File: config.mk
export PLATFORM = sky130hd
export DESIGN_NAME = lfu_page_replacement_top
export DESIGN_NICKNAME = d
export VERILOG_FILES = /design/src/sv/lfu_pkg.sv /design/src/sv/lfu_cell.sv /design/src/sv/lfu_page_replacement_top.sv
export VERILOG_INCLUDE_DIRS = /design/src /design/src/sv
export SDC_FILE = /design/constraint.sdc
export NUM_CORES = 1
export LEC_CHECK = 0
export BUFFER_PORTS_ARGS = -buffer_cell sky130_fd_sc_hd__buf_4
export CAP_MARGIN = 15
export CORE_ASPECT_RATIO = 0.75
export CORE_MARGIN = 3
export CORE_UTILIZATION = 56
export DETAILED_ROUTE_END_ITERATION = 12
export PLACE_DENSITY = 0.72
export SKIP_CTS_REPAIR_TIMING = 1
export SYNTH_ARGS = -nofsm -noshare
export SYNTH_HDL_FRONTEND = slang
export SYNTH_SLANG_ARGS = --single-unit
File: constraint.sdc
create_clock -name clk -period 9 [get_ports clk]
set_input_delay 0.9 -clock clk [delete_from_list [all_inputs] [get_ports clk]]
set_output_delay 0.9 -clock clk [all_outputs]
set_load 0.05 [all_outputs]
File: src/sv/lfu_page_replacement_top_assert.svh
// assertion macros shared by the lfu replacement rtl
`ifndef LFU_PAGE_REPLACEMENT_TOP_ASSERT_SVH
`define LFU_PAGE_REPLACEMENT_TOP_ASSERT_SVH

// clocked check, quiet while reset is high
`define LFU_ASSERT_CLK(lbl, prop, msg) \
  lbl: assert property (@(posedge clk) disable iff (rst) prop) else $error(msg);

// clocked check that also holds through reset
`define LFU_ASSERT_ALWAYS(lbl, prop, msg) \
  lbl: assert property (@(posedge clk) prop) else $error(msg);

`endif

File: src/sv/lfu_pkg.sv
// shared constants for the lfu page replacement block
`default_nettype none

package lfu_pkg;

  localparam int NUM_FRAMES_DEF = 8;
  localparam int PAGE_BITS_DEF  = 16;
  localparam int COUNT_BITS_DEF = 16;

  localparam int PAGE_FIELD_BITS  = 16;
  localparam int INDEX_FIELD_BITS = 3;
  localparam int FAULT_BITS       = 16;
  localparam int ACTIVE_BITS      = 4;

  localparam logic [ACTIVE_BITS-1:0] ACTIVE_RESET = 4'd8;

endpackage

`default_nettype wire

File: src/sv/lfu_cell.sv
// one frame of the lfu chain: tag, use count and one stage of the search token
`default_nettype none

module lfu_cell #(
  parameter int  NUM_FRAMES = lfu_pkg::NUM_FRAMES_DEF,
  parameter int  PAGE_BITS  = lfu_pkg::PAGE_BITS_DEF,
  parameter int  COUNT_BITS = lfu_pkg::COUNT_BITS_DEF,
  parameter int  IDX_BITS   = (NUM_FRAMES > 1) ? $clog2(NUM_FRAMES) : 1,
  parameter int  CELL_INDEX = 0,
  parameter type tok_t      = logic,
  parameter type upd_t      = logic
) (
  input  wire logic clk,
  input  wire logic rst,
  input  wire logic live,
  input  wire tok_t tok_in,
  output tok_t      tok_out,
  input  wire upd_t upd
);

  localparam logic [IDX_BITS-1:0] MY_IDX = IDX_BITS'(CELL_INDEX);

  logic [PAGE_BITS-1:0]  page;
  logic                  valid;
  logic [COUNT_BITS-1:0] count;

  tok_t tok_next;
  logic match;
  logic upd_here;

  assign match    = valid && (page == tok_in.page);
  assign upd_here = upd.en && (upd.idx == MY_IDX);

  always_comb begin
    tok_next = tok_in;
    if (live) begin
      // first match down the chain is the lowest index
      if (!tok_in.found && match) begin
        tok_next.found   = 1'b1;
        tok_next.hit_idx = MY_IDX;
      end
      // strict less keeps the lowest index on ties
      if (!tok_in.best_ok || (count < tok_in.best_cnt)) begin
        tok_next.best_ok     = 1'b1;
        tok_next.best_cnt    = count;
        tok_next.best_idx    = MY_IDX;
        tok_next.best_fvalid = valid;
        tok_next.best_page   = page;
      end
    end
  end

  always_ff @(posedge clk) begin
    if (rst) begin
      tok_out <= '0;
    end else begin
      tok_out <= tok_next;
    end
  end

  always_ff @(posedge clk) begin
    if (rst) begin
      valid <= 1'b0;
      count <= '0;
    end else if (upd_here) begin
      if (upd.hit) begin
        if (count != {COUNT_BITS{1'b1}}) begin
          count <= count + COUNT_BITS'(1);
        end
      end else begin
        valid <= 1'b1;
        count <= COUNT_BITS'(1);
      end
    end
  end

  always_ff @(posedge clk) begin
    if (upd_here && !upd.hit) begin
      page <= upd.page;
    end
  end

endmodule

`default_nettype wire

File: src/sv/lfu_page_replacement_top.sv
// top level of the lfu page replacement block: control, result register, frame chain
`default_nettype none

// LFU page replacement over a chain of NUM_FRAMES frame cells. Each accepted page
// reference sends a search token down the chain, one cell per cycle, gathering the
// lowest-index tag match and the lowest-count victim; the resolved hit or fault is
// then written back into the chosen cell and the result beat is registered. An item
// occupies the block while the token walks the chain, while it is parked for capture
// and while it is written back; no new reference is taken until that write-back. A
// previous result stalled at the output holds off the write-back, but a waiting
// result does not block the next reference. active_frames is taken through
// cfg_valid/cfg_ready while idle; 0 acts as 1 and values above NUM_FRAMES act as
// NUM_FRAMES.
module lfu_page_replacement_top #(
  parameter int NUM_FRAMES = lfu_pkg::NUM_FRAMES_DEF,
  parameter int PAGE_BITS  = lfu_pkg::PAGE_BITS_DEF,
  parameter int COUNT_BITS = lfu_pkg::COUNT_BITS_DEF
) (
  input  wire logic                                 clk,
  input  wire logic                                 rst,
  input  wire logic                                 cfg_valid,
  output logic                                      cfg_ready,
  input  wire logic [lfu_pkg::ACTIVE_BITS-1:0]      active_frames,
  input  wire logic                                 in_valid,
  output logic                                      in_stall,
  input  wire logic [lfu_pkg::PAGE_FIELD_BITS-1:0]  page_number,
  output logic                                      out_valid,
  input  wire logic                                 out_stall,
  output logic                                      hit,
  output logic [lfu_pkg::INDEX_FIELD_BITS-1:0]      frame_index,
  output logic                                      evicted_valid,
  output logic [lfu_pkg::PAGE_FIELD_BITS-1:0]       evicted_page,
  output logic [lfu_pkg::FAULT_BITS-1:0]            fault_total
);

  localparam int IDX_BITS = (NUM_FRAMES > 1) ? $clog2(NUM_FRAMES) : 1;
  localparam int FB       = lfu_pkg::FAULT_BITS;

  localparam logic [1:0] ST_IDLE    = 2'd0;
  localparam logic [1:0] ST_SEARCH  = 2'd1;
  localparam logic [1:0] ST_RESOLVE = 2'd2;

  typedef struct packed {
    logic                  valid;
    logic [PAGE_BITS-1:0]  page;
    logic                  found;
    logic [IDX_BITS-1:0]   hit_idx;
    logic                  best_ok;
    logic [COUNT_BITS-1:0] best_cnt;
    logic [IDX_BITS-1:0]   best_idx;
    logic                  best_fvalid;
    logic [PAGE_BITS-1:0]  best_page;
  } tok_t;

  typedef struct packed {
    logic                 en;
    logic                 hit;
    logic [IDX_BITS-1:0]  idx;
    logic [PAGE_BITS-1:0] page;
  } upd_t;

  logic [1:0] state;
  logic [1:0] state_next;
  logic [lfu_pkg::ACTIVE_BITS-1:0] active_reg;
  logic [FB-1:0] fault;
  logic [FB-1:0] fault_next;

  tok_t chain [NUM_FRAMES+1];
  tok_t pend;
  upd_t upd;

  logic [NUM_FRAMES-1:0] live;
  logic [NUM_FRAMES-1:0] tok_vld;

  logic accept;
  logic out_free;
  logic resolve;
  logic [IDX_BITS-1:0] res_idx;
  logic res_ev;

  // the frame count only changes with no reference in flight or arriving
  assign cfg_ready = (state == ST_IDLE) && !in_valid;
  assign in_stall  = (state != ST_IDLE);
  assign accept    = in_valid && !in_stall;
  assign out_free  = !out_valid || !out_stall;
  assign resolve   = (state == ST_RESOLVE) && out_free;

  always_comb begin
    chain[0]             = '0;
    chain[0].valid       = accept;
    chain[0].page        = PAGE_BITS'(page_number);
  end

  for (genvar k = 0; k < NUM_FRAMES; k++) begin : g_cell
    assign live[k]    = (k == 0) || (k < int'(active_reg));
    assign tok_vld[k] = chain[k+1].valid;

    lfu_cell #(
      .NUM_FRAMES (NUM_FRAMES),
      .PAGE_BITS  (PAGE_BITS),
      .COUNT_BITS (COUNT_BITS),
      .IDX_BITS   (IDX_BITS),
      .CELL_INDEX (k),
      .tok_t      (tok_t),
      .upd_t      (upd_t)
    ) u_cell (
      .clk     (clk),
      .rst     (rst),
      .live    (live[k]),
      .tok_in  (chain[k]),
      .tok_out (chain[k+1]),
      .upd     (upd)
    );
  end

  assign res_idx = pend.found ? pend.hit_idx : pend.best_idx;
  assign res_ev  = !pend.found && pend.best_fvalid;

  always_comb begin
    upd.en   = resolve;
    upd.hit  = pend.found;
    upd.idx  = res_idx;
    upd.page = pend.page;
  end

  always_comb begin
    fault_next = fault;
    if (!pend.found && (fault != {FB{1'b1}})) begin
      fault_next = fault + FB'(1);
    end
  end

  always_comb begin
    state_next = state;
    case (state)
      ST_IDLE: begin
        if (accept) begin
          state_next = ST_SEARCH;
        end
      end
      ST_SEARCH: begin
        if (chain[NUM_FRAMES].valid) begin
          state_next = ST_RESOLVE;
        end
      end
      ST_RESOLVE: begin
        if (out_free) begin
          state_next = ST_IDLE;
        end
      end
      default: begin
        state_next = ST_IDLE;
      end
    endcase
  end

  always_ff @(posedge clk) begin
    if (rst) begin
      state      <= ST_IDLE;
      active_reg <= lfu_pkg::ACTIVE_RESET;
      fault      <= '0;
      out_valid  <= 1'b0;
    end else begin
      state <= state_next;
      if (cfg_valid && cfg_ready) begin
        active_reg <= active_frames;
      end
      if (resolve) begin
        fault     <= fault_next;
        out_valid <= 1'b1;
      end else if (!out_stall) begin
        out_valid <= 1'b0;
      end
    end
  end

  // token leaving the chain is parked until the result register frees up
  always_ff @(posedge clk) begin
    if ((state == ST_SEARCH) && chain[NUM_FRAMES].valid) begin
      pend <= chain[NUM_FRAMES];
    end
  end

  always_ff @(posedge clk) begin
    if (resolve) begin
      hit           <= pend.found;
      frame_index   <= lfu_pkg::INDEX_FIELD_BITS'(res_idx);
      evicted_valid <= res_ev;
      evicted_page  <= res_ev ? lfu_pkg::PAGE_FIELD_BITS'(pend.best_page) : '0;
      fault_total   <= fault_next;
    end
  end

`include "lfu_page_replacement_top_assert.svh"

  `LFU_ASSERT_CLK(a_one_token, $onehot0(tok_vld), "more than one search token in the chain")
  `LFU_ASSERT_CLK(a_token_in_search, chain[NUM_FRAMES].valid |-> (state == ST_SEARCH), "token left chain outside search")
  `LFU_ASSERT_CLK(a_update_loads_out, upd.en |=> out_valid, "write-back without a result beat")
  `LFU_ASSERT_CLK(a_fault_monotonic, 1'b1 |=> (fault >= $past(fault)), "fault total went down")

endmodule

`default_nettype wire

* Yosys cells after proc, flatten, opt, wreduce, memory -nomap -nowiden *
Cells that the tools add are included.

operators by class
  add/sub/neg operators = 9
  magnitude comparators = 14
  eq/ne operators = 38
  mux-type cells = 47
  bitwise gates (word level) = 1
  reductions and logical operators = 85

operator list
  cell                     count
  $mux W37                 8
  $mux W41                 7
  $mux W16                 17
  $add A16 B1 Y16 const B  9
  $ne A16 B16 Y1 const B   9
  $eq A16 B16 Y1           8
  $lt A16 B16 Y1           7
  $logic_and A1 B1 Y1      38
  $mux W4                  8
  $reduce_and A2 Y1        16
  $ne A2 B1 Y1 const B     10
  $logic_not A1 Y1         19
  $lt A3 B4 Y1 const A     4
  $eq A3 B3 Y1 const B     4
  $logic_or A1 B1 Y1       8
  $lt A2 B4 Y1 const A     2
  $eq A3 B2 Y1 const B     2
  $mux W2                  3
  $pmux W2 S3              1
  $lt A1 B4 Y1 const A     1
  $ne A2 B2 Y1 const B     2
  $eq A3 B1 Y1 const B     1
  $logic_not A3 Y1         1
  $mux W3                  1
  other kinds (7)          8

word-level totals
  register bits = 811
  output and inout port bits = 40
  word-level logic and storage cells = 303

* Longest topological paths before layout *
  word-level depth = 5
  mapped depth = 10

* Cells and area by module *
From an unflattened synthesis, not the netlist that was laid out.

unflattened totals
  cells, all modules = 3,405
  area total of the unflattened synthesis = 37,133.1 µm²

by module, submodules not included
  module                            times used  cells each  area an instance (µm²)
  lfu_cell at g_cell[1].u_cell ...  2           394         4,204.0
  lfu_cell at g_cell[5].u_cell ...  2           391         4,150.2
  lfu_cell at g_cell[3].u_cell      1           389         4,135.2
  lfu_cell at g_cell[7].u_cell      1           388         4,095.2
  lfu_page_replacement_top          1           283         4,082.7
  lfu_cell at g_cell[4].u_cell      1           387         4,081.4
  lfu_cell at g_cell[0].u_cell      1           388         4,030.1

* Worst setup path before layout *
OpenSTA, ideal clock, no wires.

  path type = in2reg
  start point = input out_stall
  end point = register g_cell[2].u_cell.count[11]
  arrival = 3.654 ns
  path slack = 5.228 ns
  stages = 7
  cells stage by stage = nand2_1 nand3_1 nor4_1 or2_2 clkbuf_1 buf_2 nor2_1

on the way
  word-level cells in the longest chain between the ends = 5

ends and longest elaborated chain
  what                         RTL line                        RTL
  start, declared              lfu_page_replacement_top.sv:28  input wire logic out_stall,
  $logic_not A1 Y1             --
  $logic_or A1 B1 Y1           lfu_page_replacement_top.sv:85  assign out_free = !out_valid || !out_stall;
  $logic_and A1 B1 Y1          lfu_page_replacement_top.sv:86  assign resolve = (state == ST_RESOLVE) && out_free;
  $logic_and A1 B1 Y1          lfu_cell.sv:32                  assign upd_here = upd.en && (upd.idx == MY_IDX);
  $reduce_and A2 Y1 (no line)  --
  end signal, assigned         lfu_cell.sv:68                  count <= count + COUNT_BITS'(1);
  end, declared                lfu_cell.sv:25                  logic [COUNT_BITS-1:0] count;

No other way between the ends.
A chain may end at the register's enable or synchronous reset.

==> summary.md <==
| Metric | Value |
|---|---|
| Setup crit end kind | flop |
| Finish-stage setup viols | 0 |
| Cell taking the most area after synthesis | dfxtp_1 |
| TritonCTS clock tree | yes |
| Worst skew pair latency | 0.62 ns |
| Clk_skew | between 0.02 and 0.03 ns |
| Antenna cells | 0 |
| DR pass1 iterations | 5 |
| Drt via density | about 5.3 |
| Final RePlAce weighted congestion | a little under 0.9 |
| Largest Register | g_cell.u_cell.tok_out |
| TNS Setup | 0 ns |
| # Max-Cap Violations | 0 |
| Starting density of the core | 57.3% |
| Worst Slack Setup Final | 5.78 ns |
| Final instance area | around 35000 um2 |
| Root buffer cell | clkbuf_16 |
| Synthesized area per cell | 10.8 um2 |
| Final antenna-violating net count | 0 |
| Number of global-route vias before repair | a little under 20k |
| Crit share post-route | 35.8% |
| Largest net degree at the start of global routing | about 280 |
| Gate power share | 3.2% |
| Die Wd | 280 um |
| Final HPWL DP | 45300 um |
| Top Ports | 65 |
| Clk slew on worst S/H paths | 0.06 ns |
| CP arrival | 3.67 ns |
| HP Class | reg2reg |
| Final Util | 64.0% |
| Total routed wirelength | around 64000 um |
| Clock network power share | 44.5% |
| Minimum clock period | 3.22 ns |
| PortBufs | 64 |
| Dpl ws | 5.79 ns |
| Cell Rows | 74 |
| WL per Instance | 17.1 um |
| Unrepaired setup endpoints after global routing | false |
| Synth Register Bits | 797 |
| Critical path type | reg2reg |
| Initial antenna violation count | 0 |
| Largest register FFs | 433 |
| Grt ovf | 0 |
| Asr flop ratio synth | 0% |
| Placed cell areas | 32700 um2 |
| Core ar. | 55100 um2 |
| Internal | approximately 5.7 mW |
| Sequential area share after synthesis | 57.0% |
| CTS max path bufs | 3 |
| Post-synth EDFFs | 205 |
| Total power | 7.19 mW |
| Share of the synthesized area in the top cell type | 37.5% |
| Count of cell types in the netlist | 70 |
| Power per cell area | 204 nW/um2 |
| Drt initial violations | 1442 |
| Slew Limit Fails | 0 |
| DIE HEIGHT | 212 um |
| Residual DRC | 0 |
| Status | completed |
| Most frequent cells after synthesis | dfxtp_1 (592), nor2_1 (353), mux2i_1 (227) |
| Register share of total power | a little over half |
| Worst slew pin tran | 1.23 ns |
| CTS buffer count | between 70 and 80 |
| Switching share of power | 21.0% |
| Top cells by area in the synthesized netlist | dfxtp_1 (38%), edfxtp_1 (19%), mux2i_1 (7.2%) |
| Post-synthesis cell area | roughly 32000 um2 |
| Yosys warning total | 0 |
| Fillers | approximately 4.3k |
| CTS Sinks | roughly 800 |
| Die area | 59300 um2 |
| Critical Path RT | 9.46 ns |
| VDD IR-drop max | approximately 170 uV |
| Final hold vios | 0 |
| Vias | 20.0k |
| Post-Synthesis Cells | 2931 |
| Leakage power | 13.4 nW |
| CP Launch Type | flop |
| Slew HR | between 10% and 20% |
| Layout cells sized above 1 | 7.83% |
| Max Fclk | 311 MHz |
| Final-stage net count | 3106 |
| Most instantiated library cell after synthesis | dfxtp_1 |
| Net load switching power | 1.51 mW |
| H-tree levels | 3 |
| Synthesized net count | 3070 |
| Primary FF master, synth | dfxtp_1 |
| P&R area growth vs syn | 11.6% |
| GRT Overall Usage | 21.9% |
| CP max FO | 34 |
| First-pass GRT wire length | between 100000 and 150000 um |
| Top flop regs | g_cell.u_cell.tok_out (433), g_cell.u_cell.count (128), g_cell.u_cell.page (128) |
==> worst max-delay path, stage by stage, from the launching register on <==
cell,delay (ns)
edfxtp_1,0.32
buf_4,0.49
mux2i_4,0.40
inv_2,0.07
nor3_1,0.76
nand3_1,0.44
nor3b_1,0.36
xnor2_1,0.16
nor2_1,0.05
==> logic make-up (layout without fill, tap and decap cells) <==
| group | Yosys count | after routing | share of synthesized area, % |
|---|---|---|---|
| xor gates and xnor gates | 250 | 250 | 6.93 |
| buffers and inverters | 280 | 377 | 3.52 |
| AOI/OAI and AO/OA | 193 | 193 | 3.91 |
| DFF | 797 | 797 | 57.0 |
| and+or+nand+nor | 1066 | 1066 | 16.7 |
| muxes | 231 | 231 | 7.39 |
| adders and majority gates | 114 | 114 | 4.51 |
==> through the flow <==
stage	std cells	hold slack [ns]
6_report	3750	0.402
2_1_floorplan	2931	0.386
3_5_place_dp	3613	0.389
3_3_place_gp	3613	0.386
5_1_grt	3750	0.407
4_1_cts	3750	0.403
==> layer usage <==
layer / vias to the layer above / GRT usage (%) / share of wire (%)
met4: 0 / 6.84 / 2.8
met3: 130 / 3.57 / 4.8
li1: 10000 / - / -
met2: 426 / 33.7 / 43
met5: - / 0 / 0
met1: 9427 / 32.0 / 49
==> area by class of cell <==
| type | instances | area, um2 | share of cell area (%) |
|---|---|---|---|
| flip-flops and latches | 797 | 18000 | 51.1 |
| multi-input cells | 1854 | 12500 | 35.6 |
| clock buffers | 107 | 2240 | 6.36 |
| well taps | 722 | 903 | 2.56 |
| repair buffers | 85 | 658 | 1.87 |
| inverters | 155 | 584 | 1.66 |
| clock inverters | 30 | 305 | 0.866 |
==> final timing paths <==
check                                             startpoint                   endpoint  slack [ns]  cells after the start
worst max-delay path                                pend[40]  g_cell[1].u_cell.count[8]        5.78                      8
worst max register to register                      pend[40]  g_cell[1].u_cell.count[8]        5.78                      8
worst min register to register  g_cell[7].u_cell.tok_out[38]                   pend[38]        0.40                      0
worst min-delay path            g_cell[7].u_cell.tok_out[38]                   pend[38]        0.40                      0
==> layout by cell type, fill, tap and decap left out, types with 5 or more instances in the layout <==
cell / synthesis / routed
a211oi_1: 10 / 10
a21o_1: 14 / 14
a21oi_1: 74 / 74
and2_1: 26 / 26
and3_1: 44 / 44
and4_1: 12 / 12
buf_4: 4 / 83
clkbuf_1: 91 / 13
clkbuf_16: 0 / 80
clkbuf_8: 0 / 14
clkinv_1: 1 / 5
clkinv_2: 0 / 12
clkinvlp_4: 0 / 6
dfxtp_1: 592 / 592
edfxtp_1: 205 / 205
ha_1: 114 / 114
inv_1: 152 / 151
mux2i_1: 227 / 227
nand2_1: 185 / 185
nand2b_1: 8 / 8
nand3_1: 63 / 63
nand4_1: 96 / 96
nor2_1: 353 / 352
nor2b_1: 173 / 173
nor3_1: 41 / 41
nor3b_1: 5 / 5
nor4_1: 20 / 18
nor4_2: 3 / 5
o21a_1: 14 / 14
o21ai_0: 38 / 38
or2_2: 5 / 5
or3_1: 20 / 20
xnor2_1: 135 / 135
xor2_1: 115 / 115
==> power by group through the flow <==
| stage | combinational [mW] | sequential (mW) | clock [mW] |
|---|---|---|---|
| 6_report | 0.232 | 3.76 | 3.20 |
| 5_1_grt | 0.255 | 3.76 | 3.41 |
| 4_1_cts | 0.234 | 3.76 | 3.27 |
| 3_5_place_dp | 0.233 | 3.84 | 0 |
| 3_3_place_gp | 0.228 | 3.83 | 0 |
| 2_1_floorplan | 0.184 | 3.82 | 0 |
Power figures use the tool's default switching activity.
